## config.mk

```make
export PLATFORM = sky130hd
export DESIGN_NAME = keyword_ident_string_tokenizer_flat
export DESIGN_NICKNAME = d
export VERILOG_FILES = /design/src/hdl/kitst_pkg.sv /design/src/hdl/kitst_in_if.sv /design/src/hdl/kitst_out_if.sv /design/src/hdl/kitst_step.sv /design/src/hdl/kitst_queue.sv /design/src/hdl/keyword_ident_string_tokenizer.sv /design/src/flat_wrapper.sv
export VERILOG_INCLUDE_DIRS = /design/src /design/src/hdl
export SDC_FILE = /design/constraint.sdc
export NUM_CORES = 1
export LEC_CHECK = 0
export BUFFER_PORTS_ARGS = -buffer_cell sky130_fd_sc_hd__buf_2
export CAP_MARGIN = 10
export CORE_AREA = 2 2 121 94
export CTS_CLUSTER_DIAMETER = 120
export DETAILED_ROUTE_END_ITERATION = 12
export DIE_AREA = 0 0 123 96
export PLACE_DENSITY_LB_ADDON = 0.08
export SLEW_MARGIN = 20
export SYNTH_ARGS = -nofsm -noshare
export SYNTH_HDL_FRONTEND = slang
export SYNTH_SLANG_ARGS = --single-unit
```

## constraint.sdc

```tcl
create_clock -name clk -period 4.2 [get_ports clk]
set_clock_uncertainty 0.15 [all_clocks]
set_input_delay 0.21 -clock clk [delete_from_list [all_inputs] [get_ports clk]]
set_output_delay 0.21 -clock clk [all_outputs]
set_load 0.1 [all_outputs]
```

## src/hdl/keyword_ident_string_tokenizer_defines.svh

```systemverilog
// Assertion macros used by the tokenizer top level.
`ifndef KEYWORD_IDENT_STRING_TOKENIZER_DEFINES_SVH
`define KEYWORD_IDENT_STRING_TOKENIZER_DEFINES_SVH

// Checks that a condition holds at every clock edge outside reset.
`define KITST_ASSERT_ALWAYS(lbl, expr) \
    lbl: assert property (@(posedge clk) disable iff (!rst_n) (expr)) \
        else $error("tokenizer invariant violated");

// Checks that a consequent holds in the cycle after an antecedent.
`define KITST_ASSERT_NEXT(lbl, ante, cons) \
    lbl: assert property (@(posedge clk) disable iff (!rst_n) (ante) |=> (cons)) \
        else $error("tokenizer sequence violated");

`endif

```

## src/hdl/kitst_pkg.sv

```systemverilog
// Types, constants and helper functions of the tokenizer.
package kitst_pkg;

    localparam int MAX_TEXT   = 32;
    localparam int LEN_W      = 6;
    localparam int QUEUE_DEPTH = 4;

    localparam logic [7:0] CH_EOF    = 8'h00;
    localparam logic [7:0] CH_LPAREN = 8'h28;
    localparam logic [7:0] CH_RPAREN = 8'h29;
    localparam logic [7:0] CH_QUOTE  = 8'h22;
    localparam logic [7:0] CH_DOT    = 8'h2E;
    localparam logic [7:0] CH_UNDER  = 8'h5F;
    localparam logic [7:0] CH_SPACE  = 8'h20;
    localparam logic [7:0] CH_TAB    = 8'h09;
    localparam logic [7:0] CH_CR     = 8'h0D;
    localparam logic [7:0] CH_LOW_I  = 8'h69;
    localparam logic [7:0] CH_LOW_F  = 8'h66;
    localparam logic [7:0] CH_LOW_T  = 8'h74;
    localparam logic [7:0] CH_LOW_H  = 8'h68;
    localparam logic [7:0] CH_LOW_E  = 8'h65;
    localparam logic [7:0] CH_LOW_N  = 8'h6E;

    typedef enum logic [2:0] {
        KIND_EOF     = 3'd0,
        KIND_IF      = 3'd1,
        KIND_THEN    = 3'd2,
        KIND_IDENT   = 3'd3,
        KIND_STRING  = 3'd4,
        KIND_LPAREN  = 3'd5,
        KIND_RPAREN  = 3'd6,
        KIND_UNKNOWN = 3'd7
    } kind_t;

    typedef enum logic [1:0] {
        MODE_IDLE   = 2'd0,
        MODE_IDENT  = 2'd1,
        MODE_STRING = 2'd2
    } mode_t;

    typedef enum logic [2:0] {
        KW_NONE = 3'd0,
        KW_I    = 3'd1,
        KW_IF   = 3'd2,
        KW_T    = 3'd3,
        KW_TH   = 3'd4,
        KW_THE  = 3'd5,
        KW_THEN = 3'd6,
        KW_DEAD = 3'd7
    } kw_t;

    // One result as it leaves the block.
    typedef struct packed {
        logic [7:0] text_char;
        logic       has_char;
        logic       last;
        kind_t      token_kind;
        logic       truncated;
    } res_t;

    // Queue status seen by the top level.
    typedef struct packed {
        logic [2:0] count;
        logic       room2;
    } qstat_t;

    localparam res_t RES_NONE = '{8'h00, 1'b0, 1'b0, KIND_EOF, 1'b0};

    function automatic logic is_space(input logic [7:0] c);
        return (c == CH_SPACE) || (c >= CH_TAB && c <= CH_CR);
    endfunction

    function automatic logic is_letter(input logic [7:0] c);
        return (c inside {[8'h41:8'h5A], [8'h61:8'h7A]});
    endfunction

    function automatic logic is_ident(input logic [7:0] c);
        return is_letter(c) || (c inside {[8'h30:8'h39]}) || c == CH_DOT || c == CH_UNDER;
    endfunction

    // Next keyword-match state after one more identifier character.
    function automatic kw_t advance_kw(input kw_t p, input logic [7:0] c);
        kw_t n;
        n = KW_DEAD;
        case (p)
            KW_NONE: n = (c == CH_LOW_I) ? KW_I : (c == CH_LOW_T) ? KW_T : KW_DEAD;
            KW_I:    n = (c == CH_LOW_F) ? KW_IF : KW_DEAD;
            KW_T:    n = (c == CH_LOW_H) ? KW_TH : KW_DEAD;
            KW_TH:   n = (c == CH_LOW_E) ? KW_THE : KW_DEAD;
            KW_THE:  n = (c == CH_LOW_N) ? KW_THEN : KW_DEAD;
            default: n = KW_DEAD;
        endcase
        return n;
    endfunction

    function automatic res_t char_res(input logic [7:0] c);
        return '{c, 1'b1, 1'b0, KIND_EOF, 1'b0};
    endfunction

    function automatic res_t close_res(input kind_t k, input logic trunc);
        return '{8'h00, 1'b0, 1'b1, k, trunc};
    endfunction

endpackage

```

## src/hdl/kitst_in_if.sv

```systemverilog
// Handshake channel that carries source bytes.
interface kitst_in_if;
    logic       valid;
    logic       ready;
    logic [7:0] ch;

    modport source (output valid, output ch, input ready);
    modport sink   (input valid, input ch, output ready);
endinterface

```

## src/hdl/kitst_out_if.sv

```systemverilog
// Handshake channel that carries token results.
interface kitst_out_if;
    logic                 valid;
    logic                 ready;
    logic [7:0]           text_char;
    logic                 has_char;
    logic                 last;
    logic [2:0]           token_kind;
    logic                 truncated;

    modport source (output valid, output text_char, output has_char, output last,
                    output token_kind, output truncated, input ready);
    modport sink   (input valid, input text_char, input has_char, input last,
                    input token_kind, input truncated, output ready);
endinterface

```

## src/hdl/kitst_step.sv

```systemverilog
// Scanner state and the per-byte step logic that yields up to two results.
module kitst_step #(
    parameter int MaxText = kitst_pkg::MAX_TEXT
) (
    input  logic                clk,
    input  logic                rst_n,
    input  logic                fire,
    input  logic [7:0]          ch,
    output kitst_pkg::res_t     res0,
    output kitst_pkg::res_t     res1,
    output logic [1:0]          res_cnt
);

    localparam logic [kitst_pkg::LEN_W-1:0] LIMIT = kitst_pkg::LEN_W'(MaxText);

    kitst_pkg::mode_t               mode_reg, mode_next;
    kitst_pkg::kw_t                 kw_reg, kw_next;
    logic [kitst_pkg::LEN_W-1:0]    len_reg, len_next;
    logic                           ovf_reg, ovf_next;

    // Outcome of starting a fresh token with this byte.
    kitst_pkg::res_t    st_res;
    logic               st_has;
    kitst_pkg::mode_t   st_mode;
    kitst_pkg::kw_t     st_kw;
    logic [kitst_pkg::LEN_W-1:0] st_len;

    always_comb
    begin
        st_res  = kitst_pkg::RES_NONE;
        st_has  = 1'b0;
        st_mode = kitst_pkg::MODE_IDLE;
        st_kw   = kitst_pkg::KW_NONE;
        st_len  = '0;
        if (ch == kitst_pkg::CH_EOF)
        begin
            st_res = kitst_pkg::close_res(kitst_pkg::KIND_EOF, 1'b0);
            st_has = 1'b1;
        end
        else if (kitst_pkg::is_space(ch))
        begin
            st_has = 1'b0;
        end
        else if (kitst_pkg::is_letter(ch))
        begin
            // The first letter is always emitted and counted, whatever the limit.
            st_mode = kitst_pkg::MODE_IDENT;
            st_kw   = kitst_pkg::advance_kw(kitst_pkg::KW_NONE, ch);
            st_len  = kitst_pkg::LEN_W'(1);
            st_res  = kitst_pkg::char_res(ch);
            st_has  = 1'b1;
        end
        else if (ch == kitst_pkg::CH_QUOTE)
        begin
            st_mode = kitst_pkg::MODE_STRING;
        end
        else
        begin
            st_res = kitst_pkg::char_res(ch);
            st_res.last = 1'b1;
            st_res.token_kind = (ch == kitst_pkg::CH_LPAREN) ? kitst_pkg::KIND_LPAREN :
                                (ch == kitst_pkg::CH_RPAREN) ? kitst_pkg::KIND_RPAREN :
                                                               kitst_pkg::KIND_UNKNOWN;
            st_has = 1'b1;
        end
    end

    // Main step: continue the open token or start a new one.
    always_comb
    begin
        mode_next = mode_reg;
        kw_next   = kw_reg;
        len_next  = len_reg;
        ovf_next  = ovf_reg;
        res0      = kitst_pkg::RES_NONE;
        res1      = kitst_pkg::RES_NONE;
        res_cnt   = 2'd0;
        case (mode_reg)
            kitst_pkg::MODE_IDENT:
            begin
                if (kitst_pkg::is_ident(ch))
                begin
                    kw_next = kitst_pkg::advance_kw(kw_reg, ch);
                    if (len_reg < LIMIT)
                    begin
                        res0     = kitst_pkg::char_res(ch);
                        res_cnt  = 2'd1;
                        len_next = len_reg + kitst_pkg::LEN_W'(1);
                    end
                    else
                    begin
                        ovf_next = 1'b1;
                    end
                end
                else
                begin
                    // The ending byte closes the identifier, then acts as in idle.
                    res0 = kitst_pkg::close_res(
                        (kw_reg == kitst_pkg::KW_IF)   ? kitst_pkg::KIND_IF   :
                        (kw_reg == kitst_pkg::KW_THEN) ? kitst_pkg::KIND_THEN :
                                                         kitst_pkg::KIND_IDENT, ovf_reg);
                    res1      = st_res;
                    res_cnt   = st_has ? 2'd2 : 2'd1;
                    mode_next = st_mode;
                    kw_next   = st_kw;
                    len_next  = st_len;
                    ovf_next  = 1'b0;
                end
            end
            kitst_pkg::MODE_STRING:
            begin
                if (ch == kitst_pkg::CH_QUOTE || ch == kitst_pkg::CH_EOF)
                begin
                    // End of input inside a string also emits the eof token.
                    res0      = kitst_pkg::close_res(kitst_pkg::KIND_STRING, ovf_reg);
                    res1      = kitst_pkg::close_res(kitst_pkg::KIND_EOF, 1'b0);
                    res_cnt   = (ch == kitst_pkg::CH_EOF) ? 2'd2 : 2'd1;
                    mode_next = kitst_pkg::MODE_IDLE;
                    kw_next   = kitst_pkg::KW_NONE;
                    len_next  = '0;
                    ovf_next  = 1'b0;
                end
                else if (len_reg < LIMIT)
                begin
                    res0     = kitst_pkg::char_res(ch);
                    res_cnt  = 2'd1;
                    len_next = len_reg + kitst_pkg::LEN_W'(1);
                end
                else
                begin
                    ovf_next = 1'b1;
                end
            end
            default:
            begin
                res0      = st_res;
                res_cnt   = st_has ? 2'd1 : 2'd0;
                mode_next = st_mode;
                kw_next   = st_kw;
                len_next  = st_len;
                ovf_next  = 1'b0;
            end
        endcase
    end

    // Scanner state advances once per processed byte.
    always_ff @(posedge clk or negedge rst_n)
    begin
        if (!rst_n)
        begin
            mode_reg <= kitst_pkg::MODE_IDLE;
            kw_reg   <= kitst_pkg::KW_NONE;
            len_reg  <= '0;
            ovf_reg  <= 1'b0;
        end
        else if (fire)
        begin
            mode_reg <= mode_next;
            kw_reg   <= kw_next;
            len_reg  <= len_next;
            ovf_reg  <= ovf_next;
        end
    end

endmodule

```

## src/hdl/kitst_queue.sv

```systemverilog
// Result queue that takes up to two results per cycle and hands out one while tok_out is ready.
module kitst_queue (
    input  logic                clk,
    input  logic                rst_n,
    input  logic [1:0]          push_cnt,
    input  kitst_pkg::res_t     res0,
    input  kitst_pkg::res_t     res1,
    output kitst_pkg::qstat_t   stat,
    kitst_out_if.source         tok_out
);

    localparam int PTR_W = $clog2(kitst_pkg::QUEUE_DEPTH);

    kitst_pkg::res_t    q_reg [kitst_pkg::QUEUE_DEPTH];
    logic [PTR_W-1:0]   head_reg, head_next;
    logic [PTR_W-1:0]   tail_reg, tail_next;
    logic [2:0]         count_reg, count_next;
    logic               pop;
    kitst_pkg::res_t    head_res;

    assign pop = tok_out.valid && tok_out.ready;

    // Pointer and occupancy bookkeeping.
    always_comb
    begin
        head_next  = pop ? head_reg + PTR_W'(1) : head_reg;
        tail_next  = tail_reg + PTR_W'(push_cnt);
        count_next = count_reg + 3'(push_cnt) - 3'(pop);
    end

    always_ff @(posedge clk or negedge rst_n)
    begin
        if (!rst_n)
        begin
            head_reg  <= '0;
            tail_reg  <= '0;
            count_reg <= '0;
        end
        else
        begin
            head_reg  <= head_next;
            tail_reg  <= tail_next;
            count_reg <= count_next;
        end
    end

    // Entry writes; the second result goes one slot after the first.
    always_ff @(posedge clk)
    begin
        if (push_cnt != 2'd0)
        begin
            q_reg[tail_reg] <= res0;
        end
        if (push_cnt == 2'd2)
        begin
            q_reg[tail_reg + PTR_W'(1)] <= res1;
        end
    end

    assign head_res           = q_reg[head_reg];
    assign tok_out.valid      = (count_reg != 3'd0);
    assign tok_out.text_char  = head_res.text_char;
    assign tok_out.has_char   = head_res.has_char;
    assign tok_out.last       = head_res.last;
    assign tok_out.token_kind = head_res.token_kind;
    assign tok_out.truncated  = head_res.truncated;

    assign stat.count = count_reg;
    assign stat.room2 = (count_reg <= 3'(kitst_pkg::QUEUE_DEPTH - 2));

endmodule

```

## src/hdl/keyword_ident_string_tokenizer.sv

```systemverilog
// Top level of the keyword, identifier and string tokenizer.
// Usage:
//   tok_in carries one source byte per transfer; byte 0 marks end of input and
//   makes the block emit an eof token, after which it is idle between tokens.
//   tok_out carries one result per transfer: a text character (has_char), a
//   token close (last) with its kind and truncated flag, or both at once.
// Path: a transferred byte is held in the input register until the queue has
//   room for two results; its results are then written into the queue and offered.
// Throughput: one byte per cycle while each byte yields at most one result and
//   tok_out is ready; a byte that yields two results takes two output transfers,
//   so the sustained rate is set by the one-result-per-cycle output queue.
// Structure: input register, combinational step logic, four-entry result queue.
// The input register holds its byte while the queue has fewer than two free
// entries, so a stalled receiver backs up into tok_in.ready without loss.
// Reset clears the scanner to idle and empties the queue; no clearing pass.
`include "keyword_ident_string_tokenizer_defines.svh"
module keyword_ident_string_tokenizer #(
    parameter int MaxText = kitst_pkg::MAX_TEXT
) (
    input  logic        clk,
    input  logic        rst_n,
    kitst_in_if.sink    tok_in,
    kitst_out_if.source tok_out
);

    logic               in_vld_reg, in_vld_next;
    logic [7:0]         ch_reg;
    logic               fire;
    kitst_pkg::res_t    res0, res1;
    logic [1:0]         res_cnt;
    kitst_pkg::qstat_t  qstat;

    // A held byte is processed once the queue can absorb two results.
    assign fire         = in_vld_reg && qstat.room2;
    assign tok_in.ready = !in_vld_reg || qstat.room2;
    assign in_vld_next  = tok_in.ready ? tok_in.valid : in_vld_reg;

    always_ff @(posedge clk or negedge rst_n)
    begin
        if (!rst_n)
        begin
            in_vld_reg <= 1'b0;
        end
        else
        begin
            in_vld_reg <= in_vld_next;
        end
    end

    always_ff @(posedge clk)
    begin
        if (tok_in.valid && tok_in.ready)
        begin
            ch_reg <= tok_in.ch;
        end
    end

    kitst_step #(
        .MaxText(MaxText)
    ) u_step (
        .clk     (clk),
        .rst_n   (rst_n),
        .fire    (fire),
        .ch      (ch_reg),
        .res0    (res0),
        .res1    (res1),
        .res_cnt (res_cnt)
    );

    kitst_queue u_queue (
        .clk      (clk),
        .rst_n    (rst_n),
        .push_cnt (fire ? res_cnt : 2'd0),
        .res0     (res0),
        .res1     (res1),
        .stat     (qstat),
        .tok_out  (tok_out)
    );

    // The queue never overfills.
    `KITST_ASSERT_ALWAYS(a_queue_bound, qstat.count <= 3'(kitst_pkg::QUEUE_DEPTH))
    // A byte stuck in the input register stays put until processed.
    `KITST_ASSERT_NEXT(a_hold_byte, in_vld_reg && !qstat.room2, in_vld_reg && $stable(ch_reg))
    // A result without a character always closes a token.
    `KITST_ASSERT_ALWAYS(a_empty_is_close, !tok_out.valid || tok_out.has_char || tok_out.last)

endmodule
```

## src/flat_wrapper.sv

```systemverilog
// flat-port wrapper written by rule: the top's interface ports become plain ports
module keyword_ident_string_tokenizer_flat 
#(
    parameter int MaxText = kitst_pkg::MAX_TEXT
)
  (clk, rst_n, tok_in_valid, tok_in_ch, tok_in_ready, tok_out_valid, tok_out_text_char, tok_out_has_char, tok_out_last, tok_out_token_kind, tok_out_truncated, tok_out_ready);
  kitst_in_if tok_in_i ();
  kitst_out_if tok_out_i ();
  input  logic clk;
  input  logic rst_n;
  input wire logic [$bits(tok_in_i.valid)-1:0] tok_in_valid;
  input wire logic [$bits(tok_in_i.ch)-1:0] tok_in_ch;
  output wire logic [$bits(tok_in_i.ready)-1:0] tok_in_ready;
  output wire logic [$bits(tok_out_i.valid)-1:0] tok_out_valid;
  output wire logic [$bits(tok_out_i.text_char)-1:0] tok_out_text_char;
  output wire logic [$bits(tok_out_i.has_char)-1:0] tok_out_has_char;
  output wire logic [$bits(tok_out_i.last)-1:0] tok_out_last;
  output wire logic [$bits(tok_out_i.token_kind)-1:0] tok_out_token_kind;
  output wire logic [$bits(tok_out_i.truncated)-1:0] tok_out_truncated;
  input wire logic [$bits(tok_out_i.ready)-1:0] tok_out_ready;
  assign tok_in_i.valid = tok_in_valid;
  assign tok_in_i.ch = tok_in_ch;
  assign tok_in_ready = tok_in_i.ready;
  assign tok_out_valid = tok_out_i.valid;
  assign tok_out_text_char = tok_out_i.text_char;
  assign tok_out_has_char = tok_out_i.has_char;
  assign tok_out_last = tok_out_i.last;
  assign tok_out_token_kind = tok_out_i.token_kind;
  assign tok_out_truncated = tok_out_i.truncated;
  assign tok_out_i.ready = tok_out_ready;
  keyword_ident_string_tokenizer #(.MaxText(MaxText)) u_core (.clk(clk), .rst_n(rst_n), .tok_in(tok_in_i), .tok_out(tok_out_i));
endmodule
```

== Yosys cells after proc, flatten, opt, wreduce, memory -nomap -nowiden ==
Memories as Yosys holds them, arrays and structs flattened.
Cells that the tools add are included.
Operators by class
  order comparisons: 10
  add/sub/neg operators: 6
  equality and inequality tests: 23
  mux-type cells: 62
  reductions and logical operators: 21
Operators by type and width (number)
  14-bit two-way mux: 8
  8-bit by 7-bit == test with 1-bit output (second input constant): 7
  14-bit case mux with 2 select lines: 2
  8-bit by 6-bit == test with 1-bit output (second input constant): 5
  2-bit two-way mux: 15
  3-bit two-way mux: 8
  1-bit two-way mux: 19
  6-bit two-way mux: 3
  8-bit by 7-bit greater-or-equal comparator with 1-bit output (second input constant): 2
  8-bit by 7-bit <= comparator with 1-bit output (second input constant): 2
  3-bit case mux with 5 select lines: 1
  6-bit case mux with 2 select lines: 1
  3-bit == test (second input constant): 3
  8-bit by 4-bit greater-or-equal comparator with 1-bit output (second input constant): 1
  8-bit by 6-bit greater-or-equal comparator with 1-bit output (second input constant): 1
  8-bit by 4-bit <= comparator with 1-bit output (second input constant): 1
  8-bit by 6-bit <= comparator with 1-bit output (second input constant): 1
  8-bit zero test: 1
  2-bit case mux with 2 select lines: 2
  1-bit logical AND: 7
  6-bit by 1-bit adder with 6-bit output (second input constant): 1
  3-bit by 2-bit == test with 1-bit output (second input constant): 2
  1-bit logical OR: 6
  6-bit < comparator (second input constant): 1
  18 further kinds: 22
Storage, ports and cells
  memory bits (writable): 56
  logic and storage cells: 132
  flip-flop bits (word level): 28
  memories kept: 1
Memories
  u_core.u_queue.q_reg: depth 4, bits a word 14, rd ports 1, clocked after memory_dff 0, write ports 2, RTL line kitst_queue.sv:14  | kitst_pkg::res_t q_reg [kitst_pkg::QUEUE_DEPTH];

== Logic depth before layout (Yosys ltp) ==
Gate-level depths: netlist of run 1.
  depth after elaboration: 13
  depth in mapped cells: 14
  gate-level depth less buffers: 12

== By module ==
Synthesis of run 1 repeated with hierarchy kept, for this count alone.
Unflattened totals
  cell total of the unflattened synthesis: 400
  area total of the unflattened synthesis: 5208.7 sq um
Modules (own cells, without submodules)
  kitst_queue: times used 1, area each 3290.7 sq um, seq. area each 1856.8 sq um, cells an instance 176
  kitst_step: times used 1, area each 1605.3 sq um, seq. area each 300.3 sq um, cells an instance 209
  keyword_ident_string_tokenizer: times used 1, area each 312.8 sq um, seq. area each 265.3 sq um, cells an instance 15

== Least setup slack after synthesis of run 1 ==
No wires, ideal clock.
  path type: reg-to-reg
  from: register u_core.ch_reg[1]
  to: register u_core.u_queue.count_reg[2]
  slack: 1.048 ns
  cell stages (with the launch flop): 12
  data required time: 3.927 ns
  period minus slack after synthesis: 3.152 ns
  arrival: 2.880 ns
  setup time: 0.123 ns
  cells stage by stage: edfxtp_1 or4_4 o22a_4 a211oi_4 a31o_1 buf_6 inv_2 ha_1 inv_1 fa_1 xnor2_1 xnor2_1
On the way
  cells in the longest elaborated chain, start to end: 12
  elaborated cells on any way between the ends: 36
  classes of those cells: add/sub: 2; order compare: 8; eq/ne: 4; mux: 11; reduce/logical: 11
Ends and longest elaborated chain
  start: declaration: RTL line keyword_ident_string_tokenizer.sv:27  | logic [7:0] ch_reg;
  start signal: assignment: RTL line keyword_ident_string_tokenizer.sv:54  | ch_reg <= tok_in.ch;
  8-bit by 7-bit greater-or-equal comparator with 1-bit output or 8-bit by 7-bit <= comparator with 1-bit output (tied branches): RTL line kitst_pkg.sv:74  | return (c inside {[8'h41:8'h5A], [8'h61:8'h7A]});
  1-bit logical AND: RTL line kitst_pkg.sv:74
  2-bit nonzero test: RTL line kitst_pkg.sv:74
  1-bit two-way mux: RTL line kitst_step.sv:44  | else if (kitst_pkg::is_letter(ch))
  1-bit two-way mux: RTL line kitst_step.sv:40  | else if (kitst_pkg::is_space(ch))
  1-bit two-way mux: RTL line kitst_step.sv:35  | if (ch == kitst_pkg::CH_EOF)
  2-bit two-way mux: RTL line kitst_step.sv:103  | res_cnt = st_has ? 2'd2 : 2'd1;
  2-bit two-way mux: RTL line kitst_step.sv:81  | if (kitst_pkg::is_ident(ch))
  2-bit case mux with 2 select lines (*): RTL line kitst_step.sv:78  | case (mode_reg)
  2-bit two-way mux (*): RTL line keyword_ident_string_tokenizer.sv:73  | .push_cnt (fire ? res_cnt : 2'd0),
  3-bit by 2-bit adder with 3-bit output (*): RTL line kitst_queue.sv:28  | count_next = count_reg + 3'(push_cnt) - 3'(pop);
  3-bit by 1-bit subtractor with 3-bit output (*): RTL line kitst_queue.sv:28
  net u_core.u_queue.count_next[2]: RTL line kitst_queue.sv:17  | logic [2:0] count_reg, count_next;
  end signal: assignment: RTL line kitst_queue.sv:43  | count_reg <= count_next;
  end: declaration: RTL line kitst_queue.sv:17
The timed path passes the listed nets; every way through them passes the cells marked *.
A chain may end at the register's enable or synchronous reset.

==> results of run 1 <==
## worst min-delay path, cell delays in order
cell and delay (ns):
sky130_fd_sc_hd__buf_2 0.07, sky130_fd_sc_hd__and2_1 0.16, sky130_fd_sc_hd__xor2_1 0.08
## power groups by stage
stage | logic [uW] | clock network [uW] | registers, uW
final | 2020 | 801 | 1370
after floorplan | 1770 | 0 | 1200
after global routing | 2160 | 852 | 1400
after detailed placement | 2000 | 0 | 1380
after CTS | 2020 | 815 | 1370
after global placement | 1990 | 0 | 1380
## cell usage in the layout, fill, tap and decap left out, types with 5 or more instances in the layout
cell	synthesis	final
sky130_fd_sc_hd__a31oi_1	5	5
sky130_fd_sc_hd__dfrtp_1	20	19
sky130_fd_sc_hd__inv_1	13	13
sky130_fd_sc_hd__o22ai_1	26	26
sky130_fd_sc_hd__clkbuf_16	0	9
sky130_fd_sc_hd__nand2b_1	10	10
sky130_fd_sc_hd__dlygate4sd3_1	0	10
sky130_fd_sc_hd__a21oi_1	12	12
sky130_fd_sc_hd__nor2b_1	10	10
sky130_fd_sc_hd__nand3_1	22	22
sky130_fd_sc_hd__nor3_1	6	6
sky130_fd_sc_hd__ha_1	7	7
sky130_fd_sc_hd__a22o_1	8	8
sky130_fd_sc_hd__buf_4	0	11
sky130_fd_sc_hd__and2_1	11	11
sky130_fd_sc_hd__mux4_2	14	14
sky130_fd_sc_hd__edfxtp_1	60	60
sky130_fd_sc_hd__o21ai_0	27	27
sky130_fd_sc_hd__nand2_1	47	47
sky130_fd_sc_hd__buf_2	2	27
sky130_fd_sc_hd__xnor2_1	6	6
sky130_fd_sc_hd__or3_1	5	5
sky130_fd_sc_hd__nor2_1	25	25
## repair_timing
item / 4_1_cts / 5_1_grt
hold buffers: 10 / 0
buffers inserted: 0 / 0
endpoints found under the hold margin: 29 / 0
setup endpoints to repair: 0 / 0
## metrics by stage
step / total power (uW) / instances / hold WS [ns] / util (%)
floorplan: 2966 / 429 / -0.2356 / -
global placement: 3376 / 580 / 0.04685 / 46.57
detailed placement: 3386 / 580 / 0.05004 / 46.57
CTS: 4202 / 606 / 0.07175 / 50.33
global route: 4412 / 606 / 0.08735 / 50.34
finish: 4189 / 606 / 0.06903 / 50.34
## metal layers
| metal | routed length [um] | GRT usage [%] | up-vias |
|---|---|---|---|
| met1 | 5738 | 31.96 | 1806 |
| li1 | - | - | 1706 |
| met5 | 0 | 0 | - |
| met2 | 5209 | 32.00 | 138 |
| met4 | 106 | 5.303 | 0 |
| met3 | 878 | 5.628 | 12 |
## final cells by class
class / count / area (um2) / area share (%)
sequential: 84 / 2384 / 44.45
timing repair buffer: 48 / 317.8 / 5.926
multi-input combinational: 304 / 2133 / 39.78
clock buffer: 9 / 225.2 / 4.200
inverter: 14 / 52.55 / 0.9799
tap: 140 / 175.2 / 3.266
clock inverter: 7 / 75.07 / 1.400
## cell families (layout without fill, tap and decap cells)
group	count (synthesis)	after routing	synth area share, %
xor+xnor	8	8	1.495
fa+ha+maj	8	8	2.296
simple gates	163	163	18.23
flops	84	84	50.83
buf+inv	41	78	3.657
mux	14	14	6.727
compound gates	111	111	16.77
## path summary, 6_finish.rpt
check	startpoint	endpoint
max	u_core.ch_reg[0]$_DFFE_PP_	u_core.u_queue.q_reg[0][6]$_DFFE_PP_
max reg2reg	u_core.ch_reg[0]$_DFFE_PP_	u_core.u_queue.q_reg[0][6]$_DFFE_PP_
min	tok_out_ready	u_core.u_queue.head_reg[0]$_DFFE_PN0P_
max in group asynchronous	rst_n	u_core.u_queue.head_reg[0]$_DFFE_PN0P_
min reg2reg	u_core.u_queue.count_reg[2]$_DFF_PN0_	u_core.u_queue.count_reg[2]$_DFF_PN0_
min in group asynchronous	rst_n	u_core.u_step.len_reg[4]$_DFFE_PN0P_
==> results.toml, run 1 <==
[detailed_routing]
ant_nets = 0
drc_violations = 0
wl_cell_um = 19.69
drt_pre_antenna_iters = 6
num_vias = 3662
post_drt_via_cell_ratio = 6.043
drt-initial-drc-count = 346
finalWirelength_mm = 11.93

[grt]
grt_pass1_wl_mm = 18.96
gr-total-overflow = 0
first_global_vias = 3381
number_of_antenna_violations_at_the_first_check_in_global_routing = 0
grtUsageTotal_pct = 21.68
grt_start_max_net_pins = 25

[setup_path]
path_cells = "or4_4 > o22a_4 > a211oi_4 > a31o_1 > inv_2 > nand3_1 > nand2_1 > nand2_1"
critical-path-max-stage-delay_ns = 0.59
cp_buf_inv_count = 1
worstSetupPathDepth = 8
setup_slack_on_the_worst_flop_to_flop_path_ns = 0.50
crit_fanout = 13
reg2regPathDepth = 8
timing.critical_path.arrival_ns = 3.52
crit_required_ns = 4.02
critical_path.slowest_cell = "sky130_fd_sc_hd__or4_4"
crit_path_end_kind = "flip-flop"
setup.worst_path.class = "reg -> reg"
cpLargestDelayFamily = "simple AND/OR/NAND/NOR gates"
cp_common_cell = "sky130_fd_sc_hd__nand2_1"
worstSetupStartpointType = "flip-flop"

[sta]
finalSetupTns_ns = 0
min_period_over_period_pct = 88.06
slew_headroom_pct = 44.23
period_needed_ns = 3.698
timing.final.hold_violations = 0
tightestPinTransition_ns = 0.8366
final-setup-viol-count = 0
finalWorstSetupSlack_ns = 0.5016
slew_violations = 0
fmaxAchievable_ghz = 0.2704
rsz0062_at_grt = "false"

[floorplan]
row_count = 33
design.core.area_mm2 = 0.01065
fp.dieW_um = 123
die_area_mm2 = 0.01181
num_io_pins = 28
die-height_um = 96
initial_core_util_pct = 44.00

[clock_tree]
clk-insertion-delay-late_ns = 0.34
max_root_sink_buffers = 2
tritoncts = "yes"
ctsResizeCount = 0
cts_made_buffers = 9
number_of_clock_sinks_seen_by_cts = 84
htree_levels = 3
clockRootBuffer = "sky130_fd_sc_hd__clkbuf_16"
clkSlewWorstSetupHoldPaths_ns = 0.06

[yosys]
asyncSetResetFlopFracSynth_pct = 23.81
syn-instance-count = 429
commonest_register_cell_after_synthesis = "sky130_fd_sc_hd__edfxtp_1"
syn_avg_cell_area_um2 = 10.93
syn-num-nets = 449
post_synth_most_frequent_cells = "60 x sky130_fd_sc_hd__edfxtp_1, 47 x sky130_fd_sc_hd__nand2_1, 27 x sky130_fd_sc_hd__o21ai_0, 26 x sky130_fd_sc_hd__o22ai_1, 25 x sky130_fd_sc_hd__nor2_1"
yosys.area.top_type_share_pct = 38.44
synth-edff-count = 60
synth.largest_area_cell = "sky130_fd_sc_hd__edfxtp_1"
seq_area_frac_synth_pct = 50.83
yosys_warnings = 0
netlist-cell-type-count = 62
postSynthRegisterBits = 84
synth_most_common_cell = "sky130_fd_sc_hd__edfxtp_1"
summed_instance_area_of_the_synthesized_netlist_mm2 = 0.004687
synth.area.top_cells = "sky130_fd_sc_hd__edfxtp_1 38%, sky130_fd_sc_hd__dfrtp_1 11%, sky130_fd_sc_hd__mux4_2 6.7%"

[placed_design]
detailed_place_hpwl_mm = 8.569
post_placement_setup_slack_ns = 0.5179
buffer_ports.inserted = 27
finalWeightedCongestion = 0.8971
detailed_place.area_mm2 = 0.004961

[layout]
syn2layout_area_growth_pct = 14.42
design.final.nets = 481
largest_register_ff_count = 56
final_design_area_no_fill_mm2 = 0.005363
nFillCells = 991
antenna_cells_inserted = 0
share_of_cells_above_drive_strength_1_pct = 18.03

[pwr]
power_leakage_uw = 0.001889
power-per-cell-area_mw_per_mm2 = 781.1
comb_power_share_pct = 48.2
power.sequential.fraction_pct = 32.7
power.clock.fraction_pct = 19.1
power.switching_fraction_pct = 48.86
internal-power_uw = 2142
peakVddDrop_mv = 0.3856
total_switching_power_uw = 2046

[run_status]
status = "complete, no violations"

[job]
timing.max_cap.violations = 0

[worst_hold_path]
hold_path.class = "in -> reg"
worstHoldPathCells = 3
(Power assumes the default switching activity.)
==> run 2, diff against run 1 <==
CORE_AREA = 2 2 128 99   (was 2 2 121 94)
DIE_AREA = 0 0 130 101   (was 0 0 123 96)
RECOVER_POWER = 25   (was not set)
SKIP_CTS_REPAIR_TIMING = 1   (was not set)
SYNTH_HIERARCHICAL = 1   (was not set)
==> results.toml, run 2 <==
[sta]
rsz0062_at_grt = "false"
tightestPinTransition_ns = 1.164
slew_violations = 0
finalSetupTns_ns = 0
fmaxAchievable_ghz = 0.2609
final-setup-viol-count = 0
slew_headroom_pct = 22.71
timing.final.hold_violations = 0
period_needed_ns = 3.833
min_period_over_period_pct = 91.26
whs_ns = 0.06287

[layout]
final_common_cell = "sky130_fd_sc_hd__edfxtp_1"
final_cells = 604
share_of_cells_above_drive_strength_1_pct = 32.65
antenna_cells_inserted = 0
most-common-layout-cells = "64 x sky130_fd_sc_hd__edfxtp_1, 36 x sky130_fd_sc_hd__mux2_2, 21 x sky130_fd_sc_hd__inv_1"
largest_register_ff_count = 56
final_core_util_pct = 48.97
design.final.nets = 453
syn2layout_area_growth_pct = 12.39

[grt]
grtUsageTotal_pct = 19.77
grt_start_max_net_pins = 21
number_of_antenna_violations_at_the_first_check_in_global_routing = 0
first_global_vias = 3338
gr-total-overflow = 0
grt_pass1_wl_mm = 19.37

[setup_path]
reg2reg_from = "u_core/ch_reg[0]$_DFFE_PP_"
crit-reg2reg-capture = "u_core/u_queue/q_reg[2][8]$_DFFE_PP_"
worstSetupStartpoint = "u_core/ch_reg[0]$_DFFE_PP_"
critical_path.slowest_cell = "sky130_fd_sc_hd__edfxtp_1"
crit_path_end_kind = "flip-flop"
crit_required_ns = 4.05
reg2regPathDepth = 9
timing.critical_path.arrival_ns = 3.68
worstSetupStartpointType = "flip-flop"
setup.worst_path.class = "reg -> reg"
crit_fanout = 15
crit_path_end = "u_core/u_queue/q_reg[2][8]$_DFFE_PP_"
critical-path-max-stage-delay_ns = 0.58
path_cells = "or3_1 > o32ai_1 > nand2_1 > a22oi_1 > o21ai_0 > and3_1 > nor4bb_4 > buf_4 > a21o_2"
setup_slack_on_the_worst_flop_to_flop_path_ns = 0.37

[job]
timing.max_cap.violations = 0

[yosys]
seq_area_frac_synth_pct = 46.50
netlist-cell-type-count = 79
synth_most_common_cell = "sky130_fd_sc_hd__edfxtp_1"
postSynthRegisterBits = 84
syn_avg_cell_area_um2 = 13.02
asyncSetResetFlopFracSynth_pct = 23.81
syn-num-nets = 420
commonest_register_cell_after_synthesis = "sky130_fd_sc_hd__edfxtp_1"
post_synth_most_frequent_cells = "64 x sky130_fd_sc_hd__edfxtp_1, 36 x sky130_fd_sc_hd__mux2_2, 21 x sky130_fd_sc_hd__inv_1, 20 x sky130_fd_sc_hd__dfrtp_1, 20 x sky130_fd_sc_hd__mux2_4"
summed_instance_area_of_the_synthesized_netlist_mm2 = 0.005209
syn-instance-count = 400
yosys_warnings = 6
synth.area.top_cells = "sky130_fd_sc_hd__edfxtp_1 37%, sky130_fd_sc_hd__dfrtp_1 9.6%, sky130_fd_sc_hd__mux2_2 7.8%"
synth-edff-count = 64
yosys.area.top_type_share_pct = 36.90
synth.largest_area_cell = "sky130_fd_sc_hd__edfxtp_1"

[pwr]
power.clock.fraction_pct = 19.3
power.sequential.fraction_pct = 32.9
power-per-cell-area_mw_per_mm2 = 745.5
peakVddDrop_mv = 0.5073
total_switching_power_uw = 1982
internal-power_uw = 2383
power_uw = 4364
comb_power_share_pct = 47.8
power_leakage_uw = 0.002165
power.switching_fraction_pct = 45.40

[floorplan]
fp.dieW_um = 130
die-height_um = 101
design.core.area_mm2 = 0.01196
row_count = 35
initial_core_util_pct = 43.57
num_io_pins = 28
die_area_mm2 = 0.01313

[placed_design]
detailed_place_hpwl_mm = 8.302
buffer_ports.inserted = 27
place_inst = 578
finalWeightedCongestion = 0.9032

[clock_tree]
tritoncts = "yes"
htree_levels = 3
clkSlewWorstSetupHoldPaths_ns = 0.06
clockRootBuffer = "sky130_fd_sc_hd__clkbuf_16"
number_of_clock_sinks_seen_by_cts = 84
max_root_sink_buffers = 2
cts_made_buffers = 9
clk-insertion-delay-late_ns = 0.34

[worst_hold_path]
hold_path.class = "in -> reg"
hold_path.startpoint = "tok_out_ready"

[detailed_routing]
num_vias = 3424
drt_pre_antenna_iters = 4
drc_violations = 0
wl_cell_um = 19.90
ant_nets = 0
finalWirelength_mm = 12.02
drt-initial-drc-count = 324
post_drt_via_cell_ratio = 5.669

[run_status]
status = "complete, no violations"
run 2: cell count changes in the layout (fill, tap and decap cells not counted), sizes merged, moves of 6 or more:
cell,delta
a22o,-6
and3,+8
buf,-8
clkbuf,+10
mux2,+56
nand2,-28
nand2b,-6
nand3,-15
nor2,-7
nor2b,-7
o21ai,-20
o22ai,-20
run 2: worst min path at each step:
stage,cells after the start,slack [ns],endpoint
2_1_floorplan,0,-0.24,u_core/in_vld_reg$_DFFE_PN0P_
3_3_place_gp,1,0.04,u_core/u_step/len_reg[3]$_DFFE_PN0P_
3_5_place_dp,1,0.04,u_core/u_step/len_reg[4]$_DFFE_PN0P_
4_1_cts,1,-0.32,u_core/u_step/len_reg[4]$_DFFE_PN0P_
5_1_grt,3,0.06,u_core/u_queue/head_reg[1]$_DFFE_PN0P_
6_report,3,0.06,u_core/u_queue/head_reg[1]$_DFFE_PN0P_
run 2: stage by stage:
stage / setup WS [ns] / instance area, um2
4_1_cts: 0.3471 / 5773
2_1_floorplan: 0.4016 / 5209
5_1_grt: 0.1355 / 5854
6_report: 0.3671 / 5854
3_5_place_dp: 0.3796 / 5463
3_3_place_gp: 0.3747 / 5463
run 2: power by group through the flow:
| stage | registers (uW) | logic [uW] | clock network [uW] |
|---|---|---|---|
| floorplan | 1270 | 1910 | 0 |
| global placement | 1460 | 2100 | 0 |
| detailed placement | 1460 | 2100 | 0 |
| CTS | 1450 | 2110 | 860 |
| global route | 1480 | 2220 | 898 |
| finish | 1440 | 2080 | 843 |
run 2: logic make-up after synthesis:
kind of cell | synth area share [%]
xor gates and xnor gates | 1.826
adders and majority gates | 2.066
other | 0.07199
buffers and inverters | 5.044
DFF | 46.50
muxes | 20.18
and+or+nand+nor | 14.27
AOI/OAI and AO/OA | 10.04
run 2: layer usage:
metal | wire length (um) | part of all wire, % | track usage (%) | vias to the layer above
met5 | 0 | 0 | 0 | -
met4 | 140 | 1.2 | 5.376 | 0
met3 | 353 | 2.9 | 4.034 | 12
met2 | 5215 | 43 | 27.47 | 56
met1 | 6311 | 53 | 31.06 | 1753
li1 | - | - | - | 1603
run 2: final cells by class:
| type | instances | area [um2] |
|---|---|---|
| inverter | 21 | 78.83 |
| clock buffer | 12 | 236.5 |
| timing repair buffer | 47 | 301.5 |
| sequential | 84 | 2422 |
| multi-input combinational | 270 | 2534 |
| fill | 1088 | 6101 |
| clock inverter | 4 | 73.82 |
| tap | 166 | 207.7 |
run 2: worst max-delay path, delay by kind of cell (launching register included):
kind,cells,cell delay (ns)
and+or+nand+nor,4,1.49
buffers and inverters,1,0.23
DFF,1,0.58
AOI/OAI and AO/OA,4,1.01
==> run 3, diff against run 2 <==
CAP_MARGIN = not set   (was 10)
CORE_AREA = 2 2 135 104   (was 2 2 128 99)
DIE_AREA = 0 0 137 106   (was 0 0 130 101)
==> results.toml, run 3 (synthesis gave the netlist of run 2 again) <==
[detailed_routing]
ant_nets = 0
num_vias = 3409
drt-initial-drc-count = 222
post_drt_via_cell_ratio = 5.543
wl_cell_um = 20.19
finalWirelength_mm = 12.42
drt_pre_antenna_iters = 4
drc_violations = 0

[sta]
period_needed_ns = 3.862
slew_violations = 0
slew_headroom_pct = 22.62
final-setup-viol-count = 0
finalWorstSetupSlack_ns = 0.3382
tightestPinTransition_ns = 1.166
timing.final.hold_violations = 0
fmaxAchievable_ghz = 0.2590
rsz0062_at_grt = "false"
min_period_over_period_pct = 91.95
whs_ns = 0.08467
finalSetupTns_ns = 0

[setup_path]
setup.worst_path.class = "reg -> reg"
timing.critical_path.arrival_ns = 3.73
reg2regPathDepth = 9
worstSetupStartpointType = "flip-flop"
crit_fanout = 15
crit_required_ns = 4.07
crit_path_end_kind = "flip-flop"

[layout]
nFillCells = 1269
share_of_cells_above_drive_strength_1_pct = 33.18
antenna_cells_inserted = 0
multi_input_comb_area_mm2 = 0.002520
most-common-layout-cells = "64 x sky130_fd_sc_hd__edfxtp_1, 36 x sky130_fd_sc_hd__mux2_2, 21 x sky130_fd_sc_hd__buf_2, 21 x sky130_fd_sc_hd__inv_1"
final_common_cell = "sky130_fd_sc_hd__edfxtp_1"
design.final.nets = 455
largest_register_ff_count = 56
final_cells = 615
syn2layout_area_growth_pct = 11.94
sequential_cell_area_mm2 = 0.002422

[grt]
grt_start_max_net_pins = 21
first_global_vias = 3365
grtUsageTotal_pct = 18.08
grt_pass1_wl_mm = 19.59
number_of_antenna_violations_at_the_first_check_in_global_routing = 0
gr-total-overflow = 0

[clock_tree]
clkSlewWorstSetupHoldPaths_ns = 0.06
cts_made_buffers = 9
tritoncts = "yes"
htree_levels = 3
clockRootBuffer = "sky130_fd_sc_hd__clkbuf_16"
number_of_clock_sinks_seen_by_cts = 84
max_root_sink_buffers = 2
clk-insertion-delay-late_ns = 0.34

[floorplan]
die_area_mm2 = 0.01452
fp.dieW_um = 137
die-height_um = 106
row_count = 37
initial_core_util_pct = 39.07
design.core.area_mm2 = 0.01333
num_io_pins = 28

[worst_hold_path]
worstHoldPathCells = 3
hold_path.class = "in -> reg"

[pwr]
power-per-cell-area_mw_per_mm2 = 734.3
peakVddDrop_mv = 0.4066
power_uw = 4282
power_leakage_uw = 0.002157

[placed_design]
detailed_place_hpwl_mm = 8.607
place_inst = 589
finalWeightedCongestion = 0.8564
post_placement_setup_slack_ns = 0.3638
buffer_ports.inserted = 27

[run_status]
status = "complete, no violations"

[job]
timing.max_cap.violations = 0
==> run 3: power by group <==
group / total, uW / internal [uW] / switching [uW]
Sequential: 1430 / 1180 / 253
Combinational: 2110 / 692 / 1420
Clock: 738 / 416 / 321
Total: 4280 / 2290 / 1990
==> run 3: layer usage <==
metal	part of all wire [%]	GRT usage [%]	up-vias
met5	0	0	-
met4	0.77	3.535	0
met3	3.5	3.290	8
met2	44	26.79	75
met1	51	27.63	1718
li1	-	-	1608
==> run 3: area by class of cell <==
class | instances | area share (%)
clock inverter | 4 | 0.4506
multi-input combinational | 270 | 43.22
clock buffer | 12 | 4.227
sequential | 84 | 41.55
timing repair buffer | 49 | 5.451
tap | 175 | 3.755
inverter | 21 | 1.352
==> run 3: final timing paths <==
path | startpoint | to | slack [ns]
worst max-delay path | u_core/ch_reg[0]$_DFFE_PP_ | u_core/u_queue/q_reg[0][8]$_DFFE_PP_ | 0.34
worst min-delay path | tok_out_ready | u_core/u_queue/head_reg[1]$_DFFE_PN0P_ | 0.08
worst max register to register | u_core/ch_reg[0]$_DFFE_PP_ | u_core/u_queue/q_reg[0][8]$_DFFE_PP_ | 0.34
worst min register to register | u_core/u_step/ovf_reg$_DFFE_PN0P_ | u_core/u_step/ovf_reg$_DFFE_PN0P_ | 0.36
max in group asynchronous | rst_n | u_core/u_step/ovf_reg$_DFFE_PN0P_ | 2.80
min in group asynchronous | rst_n | u_core/u_queue/head_reg[0]$_DFFE_PN0P_ | 0.45
==> run 3: worst max-delay path: stages, from the launching register on <==
cell                       delay (ns)
sky130_fd_sc_hd__edfxtp_1        0.57
sky130_fd_sc_hd__or3_1           0.59
sky130_fd_sc_hd__o32ai_1         0.26
sky130_fd_sc_hd__nand2_1         0.26
sky130_fd_sc_hd__a22oi_1         0.26
sky130_fd_sc_hd__o21ai_0         0.12
sky130_fd_sc_hd__and3_1          0.34
sky130_fd_sc_hd__nand4b_4        0.49
sky130_fd_sc_hd__o31ai_2         0.17
sky130_fd_sc_hd__buf_4           0.31
==> run 3: per-stage QoR <==
stage          utilization (%)  cell area, um2
4_1_cts                  43.22            5762
3_5_place_dp             41.17            5489
5_1_grt                  43.73            5831
3_3_place_gp             41.17            5489
2_1_floorplan                -            5209
6_report                 43.73            5831
